## src/design/sgr_pkg.sv

```systemverilog
// Package for the SGR attribute decoder: step and color-kind codes,
// SGR code constants and the decoder state struct. No dependencies.
`default_nettype none

package sgr_pkg;

    // Where an extended color (38/48) sequence stands
    typedef enum logic [2:0] {
        STEP_NONE  = 3'd0,
        STEP_TYPE  = 3'd1,
        STEP_INDEX = 3'd2,
        STEP_RED   = 3'd3,
        STEP_GREEN = 3'd4,
        STEP_BLUE  = 3'd5
    } step_t;

    // Color kinds
    localparam logic [1:0] KIND_DEFAULT = 2'd0;
    localparam logic [1:0] KIND_PALETTE = 2'd1;
    localparam logic [1:0] KIND_RGB     = 2'd2;

    // SGR codes
    localparam logic [15:0] CODE_RESET       = 16'd0;
    localparam logic [15:0] CODE_INVERSE     = 16'd7;
    localparam logic [15:0] CODE_NO_INVERSE  = 16'd27;
    localparam logic [15:0] CODE_FG_FIRST    = 16'd30;
    localparam logic [15:0] CODE_FG_LAST     = 16'd37;
    localparam logic [15:0] CODE_FG_EXT      = 16'd38;
    localparam logic [15:0] CODE_FG_DEFAULT  = 16'd39;
    localparam logic [15:0] CODE_BG_FIRST    = 16'd40;
    localparam logic [15:0] CODE_BG_LAST     = 16'd47;
    localparam logic [15:0] CODE_BG_EXT      = 16'd48;
    localparam logic [15:0] CODE_BG_DEFAULT  = 16'd49;
    localparam logic [15:0] CODE_FGB_FIRST   = 16'd90;
    localparam logic [15:0] CODE_FGB_LAST    = 16'd97;
    localparam logic [15:0] CODE_BGB_FIRST   = 16'd100;
    localparam logic [15:0] CODE_BGB_LAST    = 16'd107;

    // Extended color type sub-parameters
    localparam logic [7:0] EXT_TYPE_INDEX = 8'd5;
    localparam logic [7:0] EXT_TYPE_RGB   = 8'd2;

    // Bright palette entries start here
    localparam logic [3:0] BRIGHT_BASE = 4'd8;

    typedef struct packed {
        step_t       step;
        logic        is_bg;
        logic [7:0]  red;
        logic [7:0]  green;
        logic [1:0]  fg_mode;
        logic [23:0] fg_value;
        logic [1:0]  bg_mode;
        logic [23:0] bg_value;
        logic        inverse;
    } sgr_state_t;

endpackage

`default_nettype wire

```

## src/design/sgr_decode.sv

```systemverilog
// Next-state logic of the SGR attribute decoder: one parameter word in,
// updated color and pending state out. Depends on sgr_pkg.
`default_nettype none

module sgr_decode (
    input  wire sgr_pkg::sgr_state_t cur,
    input  wire logic [15:0]         param,
    input  wire logic                seq_start,
    input  wire logic                seq_empty,
    output sgr_pkg::sgr_state_t      nxt
);

    logic [7:0]     low;
    logic [2:0]     fg_off;
    logic [2:0]     bg_off;
    logic [2:0]     fgb_off;
    logic [2:0]     bgb_off;
    sgr_pkg::step_t step_eff;
    logic [23:0]    rgb;

    assign low      = param[7:0];
    assign fg_off   = 3'(param - sgr_pkg::CODE_FG_FIRST);
    assign bg_off   = 3'(param - sgr_pkg::CODE_BG_FIRST);
    assign fgb_off  = 3'(param - sgr_pkg::CODE_FGB_FIRST);
    assign bgb_off  = 3'(param - sgr_pkg::CODE_BGB_FIRST);
    assign step_eff = seq_start ? sgr_pkg::STEP_NONE : cur.step;
    assign rgb      = {cur.red, cur.green, low};

    always_comb
    begin
        nxt = cur;
        if (seq_empty)
        begin
            nxt.step     = sgr_pkg::STEP_NONE;
            nxt.fg_mode  = sgr_pkg::KIND_DEFAULT;
            nxt.fg_value = 24'd0;
            nxt.bg_mode  = sgr_pkg::KIND_DEFAULT;
            nxt.bg_value = 24'd0;
        end
        else
        begin
            case (step_eff)
                sgr_pkg::STEP_TYPE:
                begin
                    if (low == sgr_pkg::EXT_TYPE_INDEX)
                        nxt.step = sgr_pkg::STEP_INDEX;
                    else if (low == sgr_pkg::EXT_TYPE_RGB)
                        nxt.step = sgr_pkg::STEP_RED;
                    else
                        nxt.step = sgr_pkg::STEP_NONE;
                end
                sgr_pkg::STEP_INDEX:
                begin
                    nxt.step = sgr_pkg::STEP_NONE;
                    if (cur.is_bg)
                    begin
                        nxt.bg_mode  = sgr_pkg::KIND_PALETTE;
                        nxt.bg_value = {16'd0, low};
                    end
                    else
                    begin
                        nxt.fg_mode  = sgr_pkg::KIND_PALETTE;
                        nxt.fg_value = {16'd0, low};
                    end
                end
                sgr_pkg::STEP_RED:
                begin
                    nxt.red  = low;
                    nxt.step = sgr_pkg::STEP_GREEN;
                end
                sgr_pkg::STEP_GREEN:
                begin
                    nxt.green = low;
                    nxt.step  = sgr_pkg::STEP_BLUE;
                end
                sgr_pkg::STEP_BLUE:
                begin
                    nxt.step = sgr_pkg::STEP_NONE;
                    if (cur.is_bg)
                    begin
                        nxt.bg_mode  = sgr_pkg::KIND_RGB;
                        nxt.bg_value = rgb;
                    end
                    else
                    begin
                        nxt.fg_mode  = sgr_pkg::KIND_RGB;
                        nxt.fg_value = rgb;
                    end
                end
                default:
                begin
                    // plain code
                    nxt.step = sgr_pkg::STEP_NONE;
                    if (param == sgr_pkg::CODE_RESET)
                    begin
                        nxt.fg_mode  = sgr_pkg::KIND_DEFAULT;
                        nxt.fg_value = 24'd0;
                        nxt.bg_mode  = sgr_pkg::KIND_DEFAULT;
                        nxt.bg_value = 24'd0;
                    end
                    else if (param == sgr_pkg::CODE_INVERSE)
                        nxt.inverse = 1'b1;
                    else if (param == sgr_pkg::CODE_NO_INVERSE)
                        nxt.inverse = 1'b0;
                    else if (param == sgr_pkg::CODE_FG_EXT
                             || param == sgr_pkg::CODE_BG_EXT)
                    begin
                        nxt.is_bg = (param == sgr_pkg::CODE_BG_EXT);
                        nxt.step  = sgr_pkg::STEP_TYPE;
                    end
                    else if (param >= sgr_pkg::CODE_FG_FIRST
                             && param <= sgr_pkg::CODE_FG_LAST)
                    begin
                        nxt.fg_mode  = sgr_pkg::KIND_PALETTE;
                        nxt.fg_value = {21'd0, fg_off};
                    end
                    else if (param == sgr_pkg::CODE_FG_DEFAULT)
                    begin
                        nxt.fg_mode  = sgr_pkg::KIND_DEFAULT;
                        nxt.fg_value = 24'd0;
                    end
                    else if (param >= sgr_pkg::CODE_BG_FIRST
                             && param <= sgr_pkg::CODE_BG_LAST)
                    begin
                        nxt.bg_mode  = sgr_pkg::KIND_PALETTE;
                        nxt.bg_value = {21'd0, bg_off};
                    end
                    else if (param == sgr_pkg::CODE_BG_DEFAULT)
                    begin
                        nxt.bg_mode  = sgr_pkg::KIND_DEFAULT;
                        nxt.bg_value = 24'd0;
                    end
                    else if (param >= sgr_pkg::CODE_FGB_FIRST
                             && param <= sgr_pkg::CODE_FGB_LAST)
                    begin
                        nxt.fg_mode  = sgr_pkg::KIND_PALETTE;
                        nxt.fg_value = {20'd0, sgr_pkg::BRIGHT_BASE | {1'b0, fgb_off}};
                    end
                    else if (param >= sgr_pkg::CODE_BGB_FIRST
                             && param <= sgr_pkg::CODE_BGB_LAST)
                    begin
                        nxt.bg_mode  = sgr_pkg::KIND_PALETTE;
                        nxt.bg_value = {20'd0, sgr_pkg::BRIGHT_BASE | {1'b0, bgb_off}};
                    end
                end
            endcase
        end
    end

endmodule

`default_nettype wire

```

## src/design/sgr_attribute_decoder_unit.sv

```systemverilog
// Top level of the SGR attribute decoder: input word register, decoder
// state, result register. Depends on sgr_pkg and sgr_decode.
`default_nettype none

// Channel   Dir  Handshake          Payload
// s_        in   s_tvalid/s_tready  s_tdata: param; s_tuser: seq_start, seq_empty
// m_        out  m_tvalid/m_tready  m_tdata: fg_mode, fg_value, bg_mode, bg_value,
//                                            inverse_on
//
// Each word goes from input to output through the input register, then is
// decoded into state and result register; one word is taken every cycle
// while the output is not stalled. The state update (pending step, held
// red/green, colors) done as each word moves on sets that rate. Reset (rst_n
// low, asynchronous) clears the state to default colors with nothing pending
// and empties both registers. A stalled output holds its word; the input register
// keeps taking words as long as the result register can move on in the same cycle.

module sgr_attribute_decoder_unit (
    input  wire logic        clk,
    input  wire logic        rst_n,
    input  wire logic        s_tvalid,
    output logic             s_tready,
    input  wire logic [15:0] s_tdata,   // [15:0] param
    input  wire logic [1:0]  s_tuser,   // [0] seq_start, [1] seq_empty
    output logic             m_tvalid,
    input  wire logic        m_tready,
    output logic [55:0]      m_tdata    // [1:0] fg_mode, [25:2] fg_value,
                                        // [27:26] bg_mode, [51:28] bg_value,
                                        // [52] inverse_on, [55:53] zero
);

    logic                in_valid_reg;
    logic [15:0]         in_param_reg;
    logic                in_start_reg;
    logic                in_empty_reg;
    logic                out_valid_reg;
    logic [52:0]         out_data_reg;
    sgr_pkg::sgr_state_t state_reg;
    sgr_pkg::sgr_state_t state_next;
    logic                advance;
    logic                s_accept;

    // Input word moves into the decoder when the result register is free
    assign advance  = in_valid_reg && (!out_valid_reg || m_tready);
    assign s_tready = !in_valid_reg || advance;
    assign s_accept = s_tvalid && s_tready;
    assign m_tvalid = out_valid_reg;
    assign m_tdata  = {3'd0, out_data_reg};

    sgr_decode u_decode (
        .cur       (state_reg),
        .param     (in_param_reg),
        .seq_start (in_start_reg),
        .seq_empty (in_empty_reg),
        .nxt       (state_next)
    );

    always_ff @(posedge clk or negedge rst_n)
    begin
        if (!rst_n)
            in_valid_reg <= 1'b0;
        else if (s_accept)
            in_valid_reg <= 1'b1;
        else if (advance)
            in_valid_reg <= 1'b0;
    end

    always_ff @(posedge clk)
    begin
        if (s_accept)
        begin
            in_param_reg <= s_tdata;
            in_start_reg <= s_tuser[0];
            in_empty_reg <= s_tuser[1];
        end
    end

    // Decoder state: updated once per word, together with the result
    always_ff @(posedge clk or negedge rst_n)
    begin
        if (!rst_n)
        begin
            state_reg.step     <= sgr_pkg::STEP_NONE;
            state_reg.is_bg    <= 1'b0;
            state_reg.red      <= 8'd0;
            state_reg.green    <= 8'd0;
            state_reg.fg_mode  <= sgr_pkg::KIND_DEFAULT;
            state_reg.fg_value <= 24'd0;
            state_reg.bg_mode  <= sgr_pkg::KIND_DEFAULT;
            state_reg.bg_value <= 24'd0;
            state_reg.inverse  <= 1'b0;
        end
        else if (advance)
            state_reg <= state_next;
    end

    always_ff @(posedge clk or negedge rst_n)
    begin
        if (!rst_n)
            out_valid_reg <= 1'b0;
        else if (advance)
            out_valid_reg <= 1'b1;
        else if (m_tready)
            out_valid_reg <= 1'b0;
    end

    always_ff @(posedge clk)
    begin
        if (advance)
            out_data_reg <= {state_next.inverse, state_next.bg_value, state_next.bg_mode,
                             state_next.fg_value, state_next.fg_mode};
    end

    // An empty sequence leaves both colors default in the word it produces
    a_empty_resets: assert property (@(posedge clk) disable iff (!rst_n)
        advance && in_empty_reg |=> m_tvalid && m_tdata[1:0] == sgr_pkg::KIND_DEFAULT
            && m_tdata[27:26] == sgr_pkg::KIND_DEFAULT && m_tdata[25:2] == 24'd0
            && m_tdata[51:28] == 24'd0)
        else $error("empty sequence did not reset colors");

    // State moves only with a word going into the result register
    a_state_hold: assert property (@(posedge clk) disable iff (!rst_n)
        !advance |=> $stable(state_reg))
        else $error("decoder state changed without a word");

    // A default foreground color always carries value zero
    a_default_zero: assert property (@(posedge clk) disable iff (!rst_n)
        state_reg.fg_mode == sgr_pkg::KIND_DEFAULT |-> state_reg.fg_value == 24'd0)
        else $error("default foreground with nonzero value");

endmodule

`default_nettype wire
```

## config.mk

```make
export PLATFORM = sky130hd
export DESIGN_NAME = sgr_attribute_decoder_unit
export DESIGN_NICKNAME = d
export VERILOG_FILES = /design/src/design/sgr_pkg.sv /design/src/design/sgr_decode.sv /design/src/design/sgr_attribute_decoder_unit.sv
export SDC_FILE = /design/constraint.sdc
export NUM_CORES = 1
export LEC_CHECK = 0
export ABC_AREA = 1
export BUFFER_PORTS_ARGS = -buffer_cell sky130_fd_sc_hd__buf_2
export CAP_MARGIN = 5
export CORE_MARGIN = 2
export CORE_UTILIZATION = 38
export DETAILED_ROUTE_END_ITERATION = 7
export HOLD_SLACK_MARGIN = 0.02
export SYNTH_ARGS = -nofsm -noshare
export SYNTH_HDL_FRONTEND = slang
export SYNTH_HIERARCHICAL = 1
export SYNTH_SLANG_ARGS = --single-unit
```

## constraint.sdc

```tcl
create_clock -name clk -period 2.95 [get_ports clk]
set_input_delay 0.59 -clock clk [delete_from_list [all_inputs] [get_ports clk]]
set_output_delay 0.59 -clock clk [all_outputs]
set_load 0.005 [all_outputs]
```

Word-level counts from Yosys, hierarchy flattened
Cells that the tools add are included.

cells by class
  $add $sub $neg = 4
  $lt $le $gt $ge = 8
  eq/ne operators = 13
  multiplexer cells = 39
  bitwise gates (word level) = 5
  reduce and logical (&&, ||, !) cells = 20

operator list
  kind                                                                                   number
  26-bit two-way mux                                                                     15
  52-bit two-way mux                                                                     5
  52-bit one-hot mux with 3 select lines                                                 1
  16-bit by 6-bit equality test with 1-bit output (second input constant)                4
  16-bit by 7-bit greater-or-equal comparator with 1-bit output (second input constant)  2
  16-bit by 6-bit <= comparator with 1-bit output (second input constant)                2
  16-bit by 7-bit <= comparator with 1-bit output (second input constant)                2
  16-bit by 3-bit equality test with 1-bit output (second input constant)                1
  16-bit by 5-bit equality test with 1-bit output (second input constant)                1
  16-bit by 5-bit greater-or-equal comparator with 1-bit output (second input constant)  1
  16-bit by 6-bit greater-or-equal comparator with 1-bit output (second input constant)  1
  16-bit zero test                                                                       1
  4-bit two-way mux                                                                      3
  3-bit one-hot mux with 4 select lines                                                  1
  1-bit two-way mux                                                                      9
  3-bit two-way mux                                                                      3
  8-bit by 2-bit equality test with 1-bit output (second input constant)                 1
  8-bit by 3-bit equality test with 1-bit output (second input constant)                 1
  7-bit AND reduction                                                                    1
  3-bit by 2-bit equality test with 1-bit output (second input constant)                 2
  3-bit equality test (second input constant)                                            2
  1-bit logical AND                                                                      6
  3-bit AND reduction                                                                    2
  3-bit subtractor (second input constant)                                               2
  other kinds (11)                                                                       20

word-level totals
  bits in registers = 146
  input bits = 22
  output and inout bits = 58

Depth between registers and ports, before layout
Gate-level depths: netlist of run 1.

  depth in word-level cells = 14
  depth in mapped cells = 15

Cells and area by module
The synthesis of run 1 kept the hierarchy.

modules (own cells, without submodules)
  module                      instances  cells each  area each (µm²)  sequential area each (µm²)
  sgr_attribute_decoder_unit  1          402         5146.2           4008.8
  sgr_decode                  1          473         2302.2           0.0

Worst setup path before layout of run 1
OpenSTA, ideal clock, no wires.

  path kind = input to register
  start = input port m_tready
  end = register out_data_reg[0], enable pin
  setup time = 0.407 ns
  arrival time = 2.081 ns
  slack = 0.461 ns
  cell stages on the path = 6
  cell sequence = inv_1 nand2_2 nand2_2 buf_6 buf_4 inv_1

between the ends
  longest elaborated chain between the ends = 2

RTL lines
  item                  RTL line                           source
  from (decl)           sgr_attribute_decoder_unit.sv:26   input wire logic m_tready,
  1-bit logical OR      sgr_attribute_decoder_unit.sv:44   assign advance = in_valid_reg && (!out_valid_reg || m_tready);
  1-bit logical AND     sgr_attribute_decoder_unit.sv:44
  net advance           sgr_attribute_decoder_unit.sv:40   logic advance;
  to (signal assigned)  sgr_attribute_decoder_unit.sv:110  out_data_reg <= {state_next.inverse, state_next.bg_value, state_next.bg_mode,
  to (decl)             sgr_attribute_decoder_unit.sv:37   logic [52:0] out_data_reg;

The timed path passes the listed nets, and every way through them passes these cells.
A chain may end at the register's enable or synchronous reset.

==> summary.txt, run 1 <==
Outcome
  • Status: finished, final reports clean

Critical path
  • Max incr delay on CP: about 0.49 ns
  • Cells along the critical path: inv_2 > nand2_1 > nor2_1 > nand3_2 > inv_2 > nor3_2 > buf_4 > nand3_1 > a21oi_1 > nand3_1 > nand2_1
  • Crit start category: flip-flop
  • CP Class: flip-flop to flip-flop
  • R2R depth: 11
  • R2r startpoint: in_param_reg[5]$_DFFE_PP_
  • Arrival time at the worst endpoint: between 2 and 3 ns
  • Worst-path fanout max: 21
  • Reg-to-Reg End: state_reg[20]$_DFFE_PN0P_
  • Reg2reg setup slack: between 0.5 and 0.6 ns
  • Crit path max-delay cell type: edfxtp_1
  • CP endpoint kind: flip-flop
  • Critical Path RT: 3.26 ns

Placement
  • Routability Congestion: about 0.91
  • PortBufs: 76
  • Post-detail-place hpwl: 12300 um
  • Cells after DPL: 1182

Final layout
  • Share of cells above drive strength 1: 16.33%
  • # fillers: ~1900
  • Max reg flops: 73
  • Reg area: 4010 sq um
  • Ant. Diodes: 0
  • Multi-input combinational cell area: 2908 sq um
  • Fin nets: 960
  • Final Non-Filler Cells: 1214
  • Layout area overhead: 15.17%

Power and ir drop
  • Power Density: 568.3 nW/um^2
  • Worst vdd ir: 0.0003902 V
  • Leak: 3.803 nW

Floorplan
  • Die footprint: 20740 sq um
  • DIE WIDTH: roughly 140 um
  • I/O pins: 80
  • CORE AREA: 19330 sq um
  • Initial Util: 38.52%
  • Die height: about 140 um
  • Row cnt: 51

Synthesis
  • Cell Area, Synth: roughly 7400 sq um
  • Yosys warning count: 6
  • EDFF count, synth: slightly above 70
  • Leading area contributor after synthesis: edfxtp_1
  • Async S/R FF share, synth: 51.37%
  • Post-Synth Adder-Cell Area: 0.3360%
  • Synth Register Bits: around 150
  • Post-synthesis sequential area ratio: between 50% and 60%
  • Synth cell types: 35
  • Largest family of logic cells by synthesized area: simple AND/OR/NAND/NOR gates
  • Most frequent cell after synthesis: nand2_1
  • Top-area cell type share of the netlist area: 28.62%
  • Simple-gate area share of the yosys netlist: approximately 28%
  • Xor/xnor cell area share of the yosys netlist: 0%
  • Cells taking the most area after synthesis: edfxtp_1 (29%), dfrtp_1 (25%), nand2_1 (12%)
  • Mux contribution to synthesized area: 0%
  • Synth cell count leaders: nand2_1 (247), nand3_1 (127), dfrtp_1 (75), edfxtp_1 (71), a21oi_1 (68)
  • Compound-cell area share of the yosys netlist: 10.11%
  • Ys flop type: dfrtp_1
  • Syn avg cell area: roughly 8.5 sq um
  • Mapped Cells: 875

Timing
  • Setup_tns: 0 ns
  • Final Hold Violating Endpoints: 0
  • Clock period minus worst slack: 2.448 ns
  • Final Max Slew Viols: 0
  • Final setup fails: 0
  • Rel. slew slack: 43.16%
  • Worst slew pin tran: 0.8526 ns
  • Final Skew: 0.006978 ns
  • Final period util: 82.99%
  • FMAX: 408.4 MHz
  • RSZ-0062 raised after global routing: false

Clocking
  • Root Buffer: clkbuf_16
  • Post-CTS setup buffers: 0
  • Latest clock arrival within the worst-skew pair: 0.43 ns
  • Clk sinks: ~150
  • TritonCTS clock tree: built
  • Hold buffers post-CTS: 0
  • Total CTS buffers: 17
  • Post-CTS Resized: 0
  • CTS max path bufs: 2
  • H-tree lvl count: 4
  • Reg clk slew, reported paths: about 0.06 ns

Global route
  • Initial antenna violation count: 0
  • Pin count of the biggest net entering global routing: 75
  • Gr usage total: 20.59%
  • Number of global-route vias before repair: around 6000
  • Global route overflow: 0
  • Global-route wire length before repair: 32750 um

Detailed routing
  • Initial DRC count: 607
  • Post-DRT Antenna Nets: 0
  • Routed vias: 6415
  • Routed wire per std cell: 16.90 um
  • Vias per std cell: about 5.3
  • DRT Wirelength: around 20000 um
  • Drt pass-1 iters: 5
  • DRC: 0

Worst hold path
  • Worst Hold Class: primary input to asynchronous set/reset pin

Run
  • Max-cap viol count: 0
-- layer usage --
layer  up-vias  part of all wire (%)  global-route usage, %
li1       3084                     -                      -
met1      3077                    45                  28.34
met2       225                    47                  32.41
met3        29                   5.7                  3.609
met4         0                   2.1                  8.256
met5         -                     0                      0
-- report_power, final --
group | switching, mW | total [mW] | internal (mW)
clock network | 0.871 | 2.11 | 1.24
logic | 0.354 | 0.461 | 0.108
registers | 0.0397 | 2.30 | 2.26
-- cell families after synthesis --
group,after synthesis
AO/OA/AOI/OAI,134
adder cells (fa/ha/maj),2
buffers and inverters,114
flip-flops,146
other,1
AND/OR/NAND/NOR,478
-- how the worst max path moves through the flow --
stage / from / to / slack [ns] / cells past startpoint
after CTS: in_param_reg[6]$_DFFE_PP_ / state_reg[31]$_DFFE_PN0P_ / 0.56 / 15
after global placement: in_param_reg[3]$_DFFE_PP_ / state_reg[27]$_DFFE_PN0P_ / 0.54 / 12
after detailed placement: in_param_reg[6]$_DFFE_PP_ / state_reg[33]$_DFFE_PN0P_ / 0.59 / 15
after global routing: in_start_reg$_DFFE_PP_ / state_reg[8]$_DFFE_PN0P_ / 0.31 / 11
final: in_param_reg[5]$_DFFE_PP_ / state_reg[20]$_DFFE_PN0P_ / 0.50 / 11
after floorplan: m_tready / out_data_reg[0]$_DFFE_PP_ / 0.46 / 6
-- per-stage QoR --
stage	hold WS, ns	total power, mW	setup slack, ns	util [%]	instance area [sq um]
detailed placement	0.4629	2.811	0.5902	41.42	8009
CTS	0.1140	4.932	0.5613	44.37	8578
finish	0.1105	4.875	0.5017	44.37	8578
floorplan	0.2944	2.611	0.4614	-	7456
global placement	0.4559	2.809	0.5438	41.42	8009
global route	0.1215	5.067	0.3072	44.37	8578
-- placed cells by master, fill, tap and decap left out, types with 3 or more instances in the layout --
| cell | Yosys | layout |
|---|---|---|
| buf_4 | 21 | 19 |
| a21oi_1 | 68 | 68 |
| nand2_1 | 247 | 247 |
| o21ai_0 | 32 | 32 |
| nand4_1 | 19 | 19 |
| o32ai_1 | 4 | 4 |
| nand3_1 | 127 | 127 |
| nor2_2 | 4 | 4 |
| nand2_2 | 6 | 6 |
| nor2_1 | 57 | 57 |
| dfrtp_1 | 75 | 74 |
| clkinvlp_4 | 0 | 4 |
| nor3_1 | 5 | 4 |
| o211ai_1 | 3 | 3 |
| conb_1 | 1 | 3 |
| a22oi_1 | 16 | 16 |
| o31ai_1 | 4 | 4 |
| inv_2 | 7 | 8 |
| nand3b_1 | 3 | 3 |
| buf_2 | 18 | 75 |
| edfxtp_1 | 71 | 71 |
| clkinv_2 | 0 | 4 |
| clkbuf_16 | 0 | 17 |
| inv_1 | 52 | 51 |
-- worst max-delay path, delay by kind of cell (launching register included) --
family / cells / cell delay (ns)
and+or+nand+nor: 7 / 1.09
buffers and inverters: 3 / 0.64
DFF: 1 / 0.49
AOI/OAI and AO/OA: 1 / 0.10
-- layout make-up --
| class | count | area share [%] |
|---|---|---|
| Inverter | 59 | 2.582 |
| Timing Repair Buffer | 95 | 6.272 |
| Clock buffer | 18 | 5.003 |
| Tap cell | 265 | 3.865 |
| Clock inverter | 14 | 1.634 |
| Multi-Input combinational cell | 617 | 33.90 |
| Sequential cell | 146 | 46.75 |
Note: power is estimated with default switching activity, not from simulation.
==> run 2, diff against run 1 <==
clock period = 2.1 ns   (was 2.95 ns; I/O delays follow)
==> summary.txt, run 2 (synthesis gave the netlist of run 1 again) <==
Floorplan
  • Die footprint: 20740 sq um (unchanged)
  • I/O pins: 80 (unchanged)
  • Initial Util: 38.52% (unchanged)
  • Die height: 144.0 um (unchanged)
  • DIE WIDTH: 144.0 um (unchanged)
  • CORE AREA: 19330 sq um (unchanged)
  • Row cnt: 51 (unchanged)

Final layout
  • # fillers: 1807 (-4.3%)
  • Multi-input combinational cell area: 3077 sq um (+5.8%)
  • Ant. Diodes: 0 (unchanged)
  • Share of cells above drive strength 1: 26.63% (+10 points)
  • Most common cell after layout, fill and taps aside: nand2_1
  • Layout area overhead: 27.52%
  • Reg area: 4011 sq um (about the same)
  • Most frequent cells in the layout: nand2_1 (240), nand3_1 (125), buf_4 (78)
  • Fin nets: 1036 (+7.9%)
  • Max reg flops: 73 (unchanged)

Critical path
  • Reg2reg setup slack: 0.03 ns (-0.47 ns)
  • Critical Path RT: 2.47 ns (-0.79 ns)
  • R2r startpoint: in_param_reg[2]$_DFFE_PP_
  • Reg-to-Reg End: state_reg[42]$_DFFE_PN0P_
  • Worst-path fanout max: 8 (-62%)
  • CP Launch Point: in_param_reg[2]$_DFFE_PP_
  • R2R depth: 13 (+2)
  • Crit start category: flip-flop
  • CP Class: flip-flop to flip-flop
  • Arrival time at the worst endpoint: 2.44 ns (-0.32 ns)
  • CP endpoint kind: flip-flop

Power and ir drop
  • Sequential share of power: 44.9% (-2.4 points)
  • Switching Share: 25.46% (-0.48 points)
  • Int Power: 5.362 mW (+48%)
  • Leak: 4.271 nW (+12%)
  • Comb power frac: 10.3% (+0.8 points)
  • Power Density: 757.3 nW/um^2 (+33%)
  • Clock power frac: 44.8% (+1.5 points)
  • Switching power: 1.831 mW (+45%)
  • Worst vdd ir: 0.0005665 V (+45%)

Clocking
  • Reg clk slew, reported paths: 0.06 ns (about the same)
  • Latest clock arrival within the worst-skew pair: 0.43 ns (about the same)
  • Root Buffer: clkbuf_16
  • Total CTS buffers: 17 (unchanged)
  • H-tree lvl count: 4 (unchanged)
  • CTS max path bufs: 2 (unchanged)
  • TritonCTS clock tree: built
  • Clk sinks: 146 (unchanged)

Timing
  • FMAX: 482.4 MHz (+18%)
  • Clock period minus worst slack: 2.073 ns (-0.3753 ns)
  • Final Hold Violating Endpoints: 0 (unchanged)
  • Setup_tns: 0 ns (unchanged)
  • Worst hold margin: 0.1612 ns (+0.05068 ns)
  • Final setup fails: 0 (unchanged)
  • Final Skew: 0.01098 ns (+0.004003 ns)
  • Final period util: 98.71% (+16 points)
  • Rel. slew slack: 41.33% (-1.8 points)
  • RSZ-0062 raised after global routing: true
  • Worst slew pin tran: 0.8801 ns (+0.02746 ns)
  • Final Max Slew Viols: 0 (unchanged)

Placement
  • PortBufs: 76 (unchanged)
  • Post-detail-place hpwl: 13300 um (+8.1%)
  • Routability Congestion: 0.9346 (+2.8%)

Global route
  • Initial antenna violation count: 0 (unchanged)
  • Global-route wire length before repair: 32510 um (-0.72%)
  • Global route overflow: 0 (unchanged)
  • Number of global-route vias before repair: 6092 (+2.0%)
  • Gr usage total: 20.53% (-0.064 points)
  • Pin count of the biggest net entering global routing: 75 (unchanged)

Detailed routing
  • Vias per std cell: 5.160 (-2.3%)
  • Drt pass-1 iters: 5 (unchanged)
  • Routed vias: 6657 (+3.8%)
  • Post-DRT Antenna Nets: 0 (unchanged)
  • Routed wire per std cell: 16.30 um (-3.5%)
  • Initial DRC count: 552 (-9.1%)
  • DRC: 0 (unchanged)
  • DRT Wirelength: 21030 um (+2.5%)

Worst hold path
  • Worst Hold Class: primary input to flip-flop
  • Worst hold path startpoint: s_tdata[4]
  • Worst Hold Depth: 1
  • WHS Endpoint: in_param_reg[4]$_DFFE_PP_

Run
  • Max-cap viol count: 0 (unchanged)

Outcome
  • Status: finished, final reports clean
[run 2: changes by cell type in the layout (fill, tap and decap cells not counted), sizes merged]
| cell | before | now |
|---|---|---|
| inv | 60 | 62 |
| bufinv | 2 | 3 |
| clkinvlp | 4 | 3 |
| clkinv | 7 | 3 |
| dlygate4sd3 | 0 | 1 |
| buf | 95 | 169 |
| clkbuf | 18 | 21 |
[run 2: routing by layer]
metal,vias to the layer above,GRT usage (%),share of wire [%]
met4,0,7.534,2.2
met5,-,0,0
met3,36,4.172,4.7
met1,3190,28.15,45
met2,197,32.33,48
li1,3234,-,-
[run 2: repair_timing]
item                                   CTS  global route
hold buffers                             1             0
buffers inserted                         0            12
resized for setup                        0            63
setup endpoints to repair                0            94
endpoints found under the hold margin   29             0
[run 2: power groups by stage]
stage          clock, mW  sequential, mW  combinational [mW]
6_report            3.22            3.23               0.744
5_1_grt             3.39            3.24               0.813
4_1_cts             3.28            3.23               0.719
3_5_place_dp           0            3.29               0.716
3_3_place_gp           0            3.29               0.722
2_1_floorplan          0            3.30               0.366
[run 2: final cells by class]
| cell class | instances | share of cell area, % |
|---|---|---|
| inverters | 59 | 2.398 |
| well taps | 265 | 3.491 |
| multi-input cells | 617 | 32.39 |
| flip-flops and latches | 146 | 42.23 |
| clock buffers | 20 | 4.808 |
| repair buffers | 171 | 12.87 |
| clock inverters | 12 | 1.805 |
[run 2: through the flow]
| stage | power, mW | util [%] | std cells | setup WS, ns | instance area (sq um) |
|---|---|---|---|---|---|
| finish | 7.192 | 49.12 | 1290 | 0.02700 | 9498 |
| global route | 7.447 | 49.12 | 1290 | -0.1464 | 9498 |
| CTS | 7.234 | 47.43 | 1276 | 0.02951 | 9171 |
| detailed placement | 4.005 | 44.13 | 1243 | 0.04957 | 8533 |
| global placement | 4.010 | 44.13 | 1243 | 0.05403 | 8533 |
| floorplan | 3.669 | - | 877 | 0.07064 | 7460 |
[run 2: critical path, cell delays in order (launching register included)]
cell,delay (ns)
edfxtp_1,0.48
buf_6,0.19
nand2_1,0.10
nor2_1,0.07
nand2_1,0.08
nand2_2,0.08
nand2_4,0.08
nand2_4,0.07
nor2_8,0.18
clkbuf_16,0.19
nand4_1,0.11
a21oi_2,0.18
nand3_1,0.10
nand2_1,0.10
[run 2: worst max-delay path by stage]
stage	to	slack, ns	cells after the start
after floorplan	out_data_reg[0]$_DFFE_PP_	0.07	6
after global placement	out_data_reg[34]$_DFFE_PP_	0.05	10
after detailed placement	state_reg[36]$_DFFE_PN0P_	0.05	12
after CTS	state_reg[41]$_DFFE_PN0P_	0.03	14
after global routing	state_reg[42]$_DFFE_PN0P_	-0.15	12
final	state_reg[42]$_DFFE_PN0P_	0.03	13
==> run 3, diff against run 2 <==
CORE_UTILIZATION = 53   (was 38)
PLACE_DENSITY = 0.76   (was default)
==> summary.txt, run 3 (synthesis gave the netlist of run 1 again) <==
Global route
  • Gr usage total: 26.35% (+5.8 points)
  • Global route overflow: 0 (unchanged)
  • Global-route wire length before repair: 30200 um (-7.1%)
  • Pin count of the biggest net entering global routing: 76 (+1.3%)
  • Number of global-route vias before repair: 5968 (-2.0%)
  • Initial antenna violation count: 0 (unchanged)

Critical path
  • Critical Path RT: 2.46 ns (about the same)
  • Arrival time at the worst endpoint: 2.53 ns (+0.09 ns)
  • Worst Path Buf+Inv: 4 (+2)
  • Crit start category: flip-flop
  • Max incr delay on CP: 0.48 ns (about the same)
  • CP endpoint kind: flip-flop
  • R2r startpoint: in_param_reg[5]$_DFFE_PP_
  • Worst-path fanout max: 6 (-2)
  • Reg-to-Reg End: state_reg[13]$_DFFE_PN0P_
  • Critical path's top delay family: simple AND/OR/NAND/NOR gates
  • Crit path max-delay cell type: edfxtp_1
  • Cells along the critical path: nand2_2 > nor2_4 > buf_6 > nand2_2 > inv_2 > nand2_2 > nand2_2 > nor3_4 > buf_4 > buf_6 > nand3_1 > a21oi_1 > nand3_1 > nand2_1
  • Reg2reg setup slack: -0.06 ns (-0.09 ns)
  • Top cell by count, worst path: nand2_2
  • R2R depth: 14 (+1)
  • CP Class: flip-flop to flip-flop

Power and ir drop
  • Switching Share: 24.80% (-0.65 points)
  • Sequential share of power: 47.1% (+2.2 points)
  • Switching power: 1.702 mW (-7.0%)
  • Clock power frac: 42.5% (-2.3 points)
  • Worst vdd ir: 0.0005210 V (-8.0%)
  • Leak: 4.262 nW (-0.22%)
  • Comb power frac: 10.4% (about the same)
  • Power Density: 731.4 nW/um^2 (-3.4%)
  • Int Power: 5.159 mW (-3.8%)
  • Pwr Total: 6.861 mW (-4.6%)

Final layout
  • Layout area overhead: 25.95%
  • Finished Cell Area: 9382 sq um (-1.2%)
  • Max reg flops: 73 (unchanged)
  • Most common cell after layout, fill and taps aside: nand2_1
  • Ant. Diodes: 0 (unchanged)
  • Share of cells above drive strength 1: 26.95% (+0.32 points)
  • Fin nets: 1035 (-0.097%)
  • Most frequent cells in the layout: nand2_1 (238), nand3_1 (122), buf_4 (78)
  • Final Non-Filler Cells: 1204 (-6.7%)
  • # fillers: 1076 (-40%)

Run
  • Max-cap viol count: 0 (unchanged)

Detailed routing
  • Initial DRC count: 706 (+28%)
  • DRT Wirelength: 20280 um (-3.6%)
  • Routed vias: 6801 (+2.2%)
  • DRC: 0 (unchanged)
  • Drt pass-1 iters: 5 (unchanged)
  • Routed wire per std cell: 16.84 um (+3.3%)
  • Vias per std cell: 5.649 (+9.5%)
  • Post-DRT Antenna Nets: 0 (unchanged)

Placement
  • Post-detail-place hpwl: 12170 um (-8.5%)
  • DP Area: 8332 sq um (-2.4%)
  • Routability Congestion: 0.9226 (-1.3%)
  • PortBufs: 76 (unchanged)
  • Cells after DPL: 1144 (-8.0%)
  • Pre-CTS setup slack: -0.02947 ns (-0.07904 ns)

Timing
  • Worst hold margin: 0.001569 ns (-0.1596 ns)
  • RSZ-0062 raised after global routing: true
  • Final Skew: 0.008698 ns (-0.002283 ns)
  • Final Max Slew Viols: 0 (unchanged)
  • FMAX: 462.3 MHz (-4.2%)
  • Final setup fails: 14 (+14)
  • Final Hold Violating Endpoints: 0 (unchanged)
  • Final worst setup slack: -0.06288 ns (-0.08988 ns)
  • Rel. slew slack: 42.82% (+1.5 points)
  • Clock period minus worst slack: 2.163 ns (+0.08988 ns)
  • Final period util: 103.0% (+4.3 points)
  • Worst slew pin tran: 0.8577 ns (-0.02236 ns)

Outcome
  • Failing checks: setup timing
  • Status: finished with violations

Clocking
  • Clk sinks: 146 (unchanged)
  • Total CTS buffers: 17 (unchanged)
  • H-tree lvl count: 4 (unchanged)
  • Reg clk slew, reported paths: 0.06 ns (about the same)
  • CTS max path bufs: 2 (unchanged)
  • Latest clock arrival within the worst-skew pair: 0.43 ns (about the same)
  • Root Buffer: clkbuf_16
  • TritonCTS clock tree: built
  • Hold buffers post-CTS: 0 (-1)

Worst hold path
  • Worst Hold Class: primary input to asynchronous set/reset pin

Floorplan
  • CORE AREA: 13830 sq um (-28%)
  • Die height: 122.5 um (-15%)
  • Row cnt: 43 (-16%)
  • I/O pins: 80 (unchanged)
  • Die footprint: 15020 sq um (-28%)
  • DIE WIDTH: 122.5 um (-15%)
  • Initial Util: 53.87% (+15 points)
==> run 3: cell count changes in the layout (fill, tap and decap cells not counted), moves of 3 or more <==
cell	delta
nand3_1	-3
nand3_2	+4
nor2_2	-4
clkbuf_1	+3
inv_1	-3
clkinv_2	+4
buf_6	-4
buf_12	+3
inv_2	+3
nor2_4	+3
==> run 3: timing repair <==
item	in CTS	in global routing
setup buffers	1	23
setup endpoints to repair	4	92
gates cloned	0	4
pin swaps	1	29
resized for setup	1	68
hold endpoints to repair	0	0
==> run 3: power groups by stage <==
stage          clock network, mW  logic (mW)  registers [mW]
2_1_floorplan                  0       0.366            3.30
3_3_place_gp                   0       0.678            3.28
3_5_place_dp                   0       0.680            3.29
4_1_cts                     2.96       0.683            3.23
5_1_grt                     3.08       0.771            3.24
6_report                    2.92       0.712            3.23
==> run 3: cell type report <==
type,count,area (sq um),share of cell area [%]
Inverter,59,230.2,2.454
Clock buffer,22,454.2,4.841
Timing Repair Buffer,170,1252,13.35
Clock inverter,10,107.6,1.147
Multi-Input combinational cell,617,3100,33.05
Tap cell,180,225.2,2.401
Sequential cell,146,4011,42.76
==> run 3: metrics by stage <==
| step | util, % | TNS [ns] |
|---|---|---|
| finish | 67.85 | -0.2511 |
| global route | 67.85 | -5.401 |
| CTS | 64.48 | 0 |
| detailed placement | 60.26 | -0.07741 |
| global placement | 60.26 | 0 |
| floorplan | - | 0 |
==> run 3: worst max path at each step <==
stage / cells past startpoint / from / endpoint / slack, ns
finish: 14 / in_param_reg[5]$_DFFE_PP_ / state_reg[13]$_DFFE_PN0P_ / -0.06
floorplan: 6 / m_tready / out_data_reg[0]$_DFFE_PP_ / 0.07
global route: 14 / in_param_reg[5]$_DFFE_PP_ / state_reg[13]$_DFFE_PN0P_ / -0.19
detailed placement: 15 / in_param_reg[6]$_DFFE_PP_ / state_reg[33]$_DFFE_PN0P_ / -0.03
CTS: 7 / in_param_reg[5]$_DFFE_PP_ / out_data_reg[32]$_DFFE_PP_ / 0.004
global placement: 15 / in_param_reg[6]$_DFFE_PP_ / state_reg[31]$_DFFE_PN0P_ / 0.02
==> run 3: routing by layer <==
layer  global-route usage (%)  wire (um)  vias up
met5                        0          0        -
met4                    12.28        566        0
met3                    5.809       1587       53
met2                    40.45       9721      296
met1                    35.87       8400     3226
li1                         -          -     3226
